$ cat src/design/sdtq_pkg.sv
// ----------------------------------------------------------------------------
// sdtq_pkg
// Types and constants shared by the sorted deadline timer queue modules.
// ----------------------------------------------------------------------------
package sdtq_pkg;

  localparam int DEPTH_DEFAULT = 32;
  localparam int TIME_W        = 32;
  localparam int TASK_W        = 5;
  localparam int MASK_W        = 32;
  localparam int PCOUNT_W      = 6;

  typedef enum logic {
    OP_INSERT   = 1'b0,
    OP_DISPATCH = 1'b1
  } sdtq_op_t;

  typedef enum logic [1:0] {
    ST_INSERTED = 2'd0,
    ST_DROPPED  = 2'd1,
    ST_IDLE     = 2'd2,
    ST_FIRED    = 2'd3
  } sdtq_status_t;

  typedef struct packed {
    logic                op;
    logic [TIME_W-1:0]   now_ms;
    logic [TIME_W-1:0]   delay_ms;
    logic [TASK_W-1:0]   task_id;
  } sdtq_in_t;

  typedef struct packed {
    logic [1:0]          status;
    logic [TASK_W-1:0]   fired_task;
    logic [MASK_W-1:0]   event_mask;
    logic [PCOUNT_W-1:0] pending_count;
  } sdtq_out_t;

  typedef struct packed {
    logic [TIME_W-1:0]   deadline;
    logic [TASK_W-1:0]   task_id;
  } sdtq_entry_t;

  typedef struct packed {
    logic                ins;
    logic                pop;
    sdtq_entry_t         fresh;
  } sdtq_ctl_t;

endpackage

$ cat src/design/sdtq_cell.sv
// ----------------------------------------------------------------------------
// sdtq_cell
// One slot of the sorted queue: holds, takes the new entry, or shifts.
// ----------------------------------------------------------------------------
module sdtq_cell import sdtq_pkg::*; (
  input  logic        clk,
  input  sdtq_ctl_t   ctl,
  input  logic        held,
  input  logic        left_keep,
  input  sdtq_entry_t left_entry,
  input  sdtq_entry_t right_entry,
  output logic        keep,
  output sdtq_entry_t entry
);

  assign keep = held && (entry.deadline <= ctl.fresh.deadline);

  always_ff @(posedge clk) begin
    if (ctl.ins) begin
      if (!keep) begin
        entry <= left_keep ? ctl.fresh : left_entry;
      end
    end else if (ctl.pop) begin
      entry <= right_entry;
    end
  end

endmodule

$ cat src/design/sorted_deadline_timer_queue_core.sv
// ----------------------------------------------------------------------------
// sorted_deadline_timer_queue_core
// Sorted timer queue of DEPTH deadlines built as a row of shifting cells.
// ----------------------------------------------------------------------------
// For each transaction, busy is high for the cycle after start is
// taken, while the registered command (with its deadline sum) drives every
// cell at once; the cells compare in parallel and shift in that same cycle,
// and the result appears with done on the next cycle. A new transaction may be
// started in the cycle done is high. Results are held until the next transaction;
// take them while done is high. Entry contents need no reset.
module sorted_deadline_timer_queue_core import sdtq_pkg::*; #(
  parameter int DEPTH = DEPTH_DEFAULT
) (
  input  logic      clk,
  input  logic      rst,
  input  logic      start,
  output logic      busy,
  input  sdtq_in_t  cmd,
  output logic      done,
  output sdtq_out_t result
);

  localparam int CW = $clog2(DEPTH + 1);

  logic              cmd_valid;
  logic              cmd_op;
  logic [TIME_W-1:0] cmd_now;
  sdtq_entry_t       cmd_entry;
  logic [CW-1:0]     count;
  logic [CW-1:0]     count_next;
  sdtq_out_t         result_next;
  sdtq_ctl_t         ctl;
  logic              full;
  logic              due;

  logic              keep_v  [DEPTH];
  sdtq_entry_t       entry_v [DEPTH];

  assign busy = cmd_valid;

  always_ff @(posedge clk) begin
    if (rst) begin
      cmd_valid <= 1'b0;
    end else begin
      cmd_valid <= start && !busy;
    end
  end

  always_ff @(posedge clk) begin
    if (start && !busy) begin
      cmd_op             <= cmd.op;
      cmd_now            <= cmd.now_ms;
      cmd_entry.deadline <= cmd.now_ms + cmd.delay_ms;
      cmd_entry.task_id  <= cmd.task_id;
    end
  end

  assign full = (count == CW'(DEPTH));
  assign due  = (count != '0) && (entry_v[0].deadline <= cmd_now);

  always_comb begin
    ctl.ins   = cmd_valid && (cmd_op == OP_INSERT) && !full;
    ctl.pop   = cmd_valid && (cmd_op == OP_DISPATCH) && due;
    ctl.fresh = cmd_entry;
  end

  for (genvar i = 0; i < DEPTH; i++) begin : g_cell
    logic        lkeep;
    sdtq_entry_t lentry;
    sdtq_entry_t rentry;
    if (i == 0) begin : g_first
      assign lkeep  = 1'b1;
      assign lentry = cmd_entry;
    end else begin : g_mid
      assign lkeep  = keep_v[i-1];
      assign lentry = entry_v[i-1];
    end
    if (i == DEPTH - 1) begin : g_last
      assign rentry = entry_v[i];
    end else begin : g_inner
      assign rentry = entry_v[i+1];
    end
    sdtq_cell u_cell (
      .clk         (clk),
      .ctl         (ctl),
      .held        (count > CW'(i)),
      .left_keep   (lkeep),
      .left_entry  (lentry),
      .right_entry (rentry),
      .keep        (keep_v[i]),
      .entry       (entry_v[i])
    );
  end

  always_comb begin
    count_next  = count;
    result_next = '0;
    if (ctl.ins) begin
      count_next = count + CW'(1);
    end else if (ctl.pop) begin
      count_next = count - CW'(1);
    end
    if (cmd_op == OP_INSERT) begin
      result_next.status = full ? ST_DROPPED : ST_INSERTED;
    end else if (due) begin
      result_next.status     = ST_FIRED;
      result_next.fired_task = entry_v[0].task_id;
      result_next.event_mask = MASK_W'(1) << entry_v[0].task_id;
    end else begin
      result_next.status = ST_IDLE;
    end
    result_next.pending_count = PCOUNT_W'(count_next);
  end

  always_ff @(posedge clk) begin
    if (rst) begin
      count <= '0;
      done  <= 1'b0;
    end else begin
      count <= count_next;
      done  <= cmd_valid;
    end
  end

  always_ff @(posedge clk) begin
    if (cmd_valid) begin
      result <= result_next;
    end
  end

  a_busy_then_done: assert property (@(posedge clk) disable iff (rst)
    busy |=> done && !busy)
    else $error("transaction did not complete");

  a_count_bound: assert property (@(posedge clk) disable iff (rst)
    count <= CW'(DEPTH))
    else $error("entry count exceeds depth");

  a_fired_mask: assert property (@(posedge clk) disable iff (rst)
    done && result.status == ST_FIRED |-> $onehot(result.event_mask))
    else $error("fired event mask not one-hot");

  a_count_step: assert property (@(posedge clk) disable iff (rst)
    !busy |=> $stable(count))
    else $error("entry count changed without a transaction");

endmodule
$ cat config.mk
export PLATFORM = sky130hd
export DESIGN_NAME = sorted_deadline_timer_queue_core
export DESIGN_NICKNAME = d
export VERILOG_FILES = /design/src/design/sdtq_pkg.sv /design/src/design/sdtq_cell.sv /design/src/design/sorted_deadline_timer_queue_core.sv
export SDC_FILE = /design/constraint.sdc
export NUM_CORES = 2
export LEC_CHECK = 0
export ABC_CLOCK_PERIOD_IN_PS = 8150
export BUFFER_PORTS_ARGS = -buffer_cell sky130_fd_sc_hd__buf_2
export CORE_MARGIN = 3
export CORE_UTILIZATION = 48
export CTS_BUF_LIST = sky130_fd_sc_hd__clkbuf_16
export CTS_CLUSTER_SIZE = 12
export DETAILED_ROUTE_END_ITERATION = 8
export GPL_TIMING_DRIVEN = 0
export HOLD_SLACK_MARGIN = 0.03
export SKIP_CTS_REPAIR_TIMING = 1
export SLEW_MARGIN = 40
export SYNTH_ARGS = -nofsm -noshare
export SYNTH_HDL_FRONTEND = slang
export SYNTH_HIERARCHICAL = 1
export SYNTH_SLANG_ARGS = --single-unit
$ cat constraint.sdc
create_clock -name clk -period 8.15 [get_ports clk]
set_input_delay 1.63 -clock clk [delete_from_list [all_inputs] [get_ports clk]]
set_output_delay 1.63 -clock clk [all_outputs]
set_load 0.01 [all_outputs]
Yosys cells after proc, flatten, opt, wreduce, memory -nomap -nowiden --
Cells that the tools add are included.
Storage, ports and cells: memories kept 0, ROM bits 0, word-level logic and storage cells 382, input port bits 73, memory bits (writable) 0, latch bits 0, bits in registers 1307, output and inout bits 47
Operators by class: multiplexer cells 129, reductions and logical operators 75, add/sub/neg operators 3, multipliers 0, order comparisons 65, equality and inequality tests 32, shifts and indexed selects 1, div/mod/pow operators 0, bitwise gates (word level) 2
Operators by type and width (number):
- $mux W37 | 124
- $le A32 B32 Y1 | 33
- $gt A6 B5 Y1 const B | 16
- $reduce_and A2 Y1 | 33
- $ne A2 B2 Y1 const B | 31
- $gt A6 B4 Y1 const B | 8
- $logic_and A1 B1 Y1 | 38
- $add A32 B32 Y32 | 1
- $shl A1 B5 Y32 const A | 1
- $gt A6 B3 Y1 const B | 4
- $gt A6 B1 Y1 const B | 2
- $gt A6 B2 Y1 const B | 2
- $mux W6 | 2
- $add A6 B1 Y6 const B | 1
- $eq A6 B6 Y1 const B | 1
- $reduce_bool A6 Y1 | 1
- $sub A6 B1 Y6 const B | 1
- $logic_not A1 Y1 | 2
- $mux W1 | 2
- $mux W2 | 1
- $not A1 Y1 | 2
- $reduce_bool A2 Y1 | 1

Logic depth before layout (Yosys ltp) --
word-level depth 5, mapped depth 14, depth with buffers taken out 13

Cells and area by module --
The synthesis kept the hierarchy.
Modules (own cells, without submodules):
- sdtq_cell | seq. area each 1111.1 um2, instances 32, area each 2708.8 um2, cells an instance 282
- sorted_deadline_timer_queue_core | seq. area each 3613.5 um2, instances 1, area each 6929.1 um2, cells an instance 614

Least setup slack after synthesis --
No wires, ideal clock.
kind input to register, start point in start, end point reg cmd_entry[0] (netlist name), enable pin, library setup time 506 ps, stages on the path 1, data required time 7644 ps, data arrival time 4720 ps, path buffers 0, path slack 2924 ps, path through nor2b_1
Between the ends: longest elaborated chain between the ends 1
RTL lines:
- start, declared | RTL line sorted_deadline_timer_queue_core.sv:16 | input logic start,
- $logic_and A1 B1 Y1 | RTL line sorted_deadline_timer_queue_core.sv:50 | if (start && !busy) begin
- end, declared | RTL line sorted_deadline_timer_queue_core.sv:28 | sdtq_entry_t cmd_entry;
Every way passes these cells. A chain may end at the register's enable or synchronous reset.

==> summary.txt <==
Global routing
  • Total grt overflow: 0
  • Initial antenna violation count: 3
  • Largest net degree at the start of global routing: 39
  • Tot GR Track Use: 28.59%
  • First-pass GRT wire length: 444.9 mm
  • Vias in the first global route: 77200

Hold path
  • Hold Crit Class: flop to flop

Die
  • Core ar.: 0.1932 mm2
  • Die X: between 400 and 500 um
  • Initial Utilization: 48.45%
  • Die Y: ~450 um
  • Boundary Pins: 120
  • Core Rows: approximately 160
  • Die area: 0.2003 mm2

Clock tree
  • Clock Pin Slew Worst Setup and Hold Paths: approximately 60 ps
  • Clock buffer depth: 3
  • CTS sink count: 1307
  • CTS tree: yes
  • Clk Latency, worst-skew pair: approximately 800 ps
  • H-tree levels: 4
  • CTS Buf Count: 155
  • Clk root buf: clkbuf_16

Critical path
  • Crit-path cells: ha_1 -> nand4_1 -> or2_1 -> nor3_1 -> nand4_1 -> o32ai_2 -> nor2_4 -> nor2b_1 -> buf_4 -> nor2_1 -> a31oi_1 -> o31a_2 -> buf_16
  • CP dominant cell by count: nand4_1
  • Crit-path max cell delay: 750 ps
  • Crit start category: flop
  • CP Buf/Inv Count: 2
  • Worst EP arrival: roughly 5500 ps
  • WS Path Type: flop to flop
  • CP max-delay cell: o32ai_2
  • CP top delay family: simple AND/OR/NAND/NOR gates
  • Worst Path Required: 8640 ps
  • Crit. End Element: flop
  • CP max FO: 38

STA
  • Slew @ Worst Pin: 898.9 ps
  • Clk_skew: 35.96 ps
  • RSZ-0062 raised after global routing: no
  • Setup ws final: around 3100 ps
  • Count of final max-slew check failures: 0
  • Setup violators final: 0
  • Slew headroom: between 30% and 40%
  • F_max: approximately 0.2 GHz
  • Fin Setup TNS: 0 ps
  • Minimum clock period: 5028 ps
  • Final Hold Viols: 0
  • Fin crit share: 61.69%

Layout
  • Final Net Count: 11310
  • Core Util, Final: 54.76%
  • Number of diodes: 0
  • Finished Cell Area: 0.1058 mm2
  • Share of cells above drive strength 1: 8.345%
  • Fin cells: 12800
  • Layout area overhead: 13.03%
  • Most common cell after layout, fill and taps aside: a21oi_1
  • Commonest non-fill, non-tap cells in the layout: a21oi_1 (1601), nor2_1 (1333), edfxtp_1 (1299)

Placement
  • Gpl congestion: about 0.9
  • Hpwl dp: 235.5 mm
  • Placed insts: 12510
  • Input/output buffers: 118
  • Place WS: 3313 ps
  • Post-DP Area: 0.1006 mm2

Pwr
  • Combinational group share of total power: 22.0%
  • Leakage power: 42.65 nW
  • Sw Ratio: 30.62%
  • Clk pwr share: 36.4%
  • Sequential Power Share: between 40% and 50%
  • VDD IR max: 0.2041 mV
  • Psw: 6.057 mW
  • Pwr dens: 187.0 mW/mm2
  • Internal power: 13.73 mW

Route
  • Drt total wl: slightly below 300 mm
  • Vias per inst: between 5 and 6
  • Antenna Nets Post-Route: 0
  • Post-route DRC: 0
  • Via count: 76750
  • Initial DRC count: 6755
  • DR pass1 iterations: 8
  • Mean routed wirelength per cell: 22.93 um

Synth
  • Warnings, synthesis: 6
  • Syn Inst Count: 9635
  • Mapped Nets: 10800
  • Post-Syn Area: 0.09360 mm2
  • Syn avg cell area: 9.714 um2

Run status
  • Status: finished, final reports clean

Flow run
  • # Max-Cap Violations: 0
==> area by class of cell <==
type / instances / area (um2)
clock buffers: 164 / 4104
inverters: 1106 / 4153
fillers: 17140 / 87390
plain buffers: 430 / 1782
repair buffers: 349 / 3787
well taps: 2526 / 3161
multi-input cells: 6792 / 48570
flip-flops and latches: 1307 / 39170
clock inverters: 122 / 1070
==> flip-flops by register name (all words and copies together) (netlist names) <==
signal,count
busy,1
cmd_entry,37
cmd_now,32
cmd_op,1
count,6
done,1
g_cell.u_cell/entry,1184
result,45
==> through the flow <==
step | total power, mW | hold slack (ps)
6_report | 19.78 | 606.2
5_1_grt | 20.66 | 641.0
4_1_cts | 19.83 | 614.1
3_5_place_dp | 12.61 | 599.8
3_3_place_gp | 12.25 | 591.3
2_1_floorplan | 11.02 | 480.4
==> power by group through the flow <==
stage	Clock [mW]	Sequential [mW]	Combinational (mW)
after detailed placement	0	8.36	4.25
after global routing	7.59	8.25	4.82
after CTS	7.33	8.22	4.28
final	7.21	8.23	4.35
after global placement	0	8.90	3.35
after floorplan	0	8.38	2.64
==> worst reg2reg max path, cell delays in order, from the launching register on <==
cell and delay, ps:
edfxtp_1 470, ha_1 340, nand4_1 160, or2_1 290, nor3_1 270, nand4_1 260
o32ai_2 750, nor2_4 230, nor2b_1 170, buf_4 680, nor2_1 130, a31oi_1 220
o31a_2 500, buf_16 230
==> path summary, 6_finish.rpt <==
check / startpoint / slack, ps / cells after the start / to
worst max-delay path: g_cell[0].u_cell/entry[19] / 3120 / 13 / g_cell[18].u_cell/entry[7]
worst min-delay path: g_cell[31].u_cell/entry[1] / 610 / 2 / g_cell[30].u_cell/entry[1]
worst max register to register: g_cell[0].u_cell/entry[19] / 3120 / 13 / g_cell[18].u_cell/entry[7]
worst min register to register: g_cell[31].u_cell/entry[1] / 610 / 2 / g_cell[30].u_cell/entry[1]
==> metal layers <==
metal	vias up	part of all wire, %	track usage [%]
li1	35890	-	-
met2	2528	48	48.11
met3	491	7.1	4.625
met4	0	2.4	7.581
met5	-	0	0
met1	37840	43	38.18
Power figures use the tool's default switching activity.
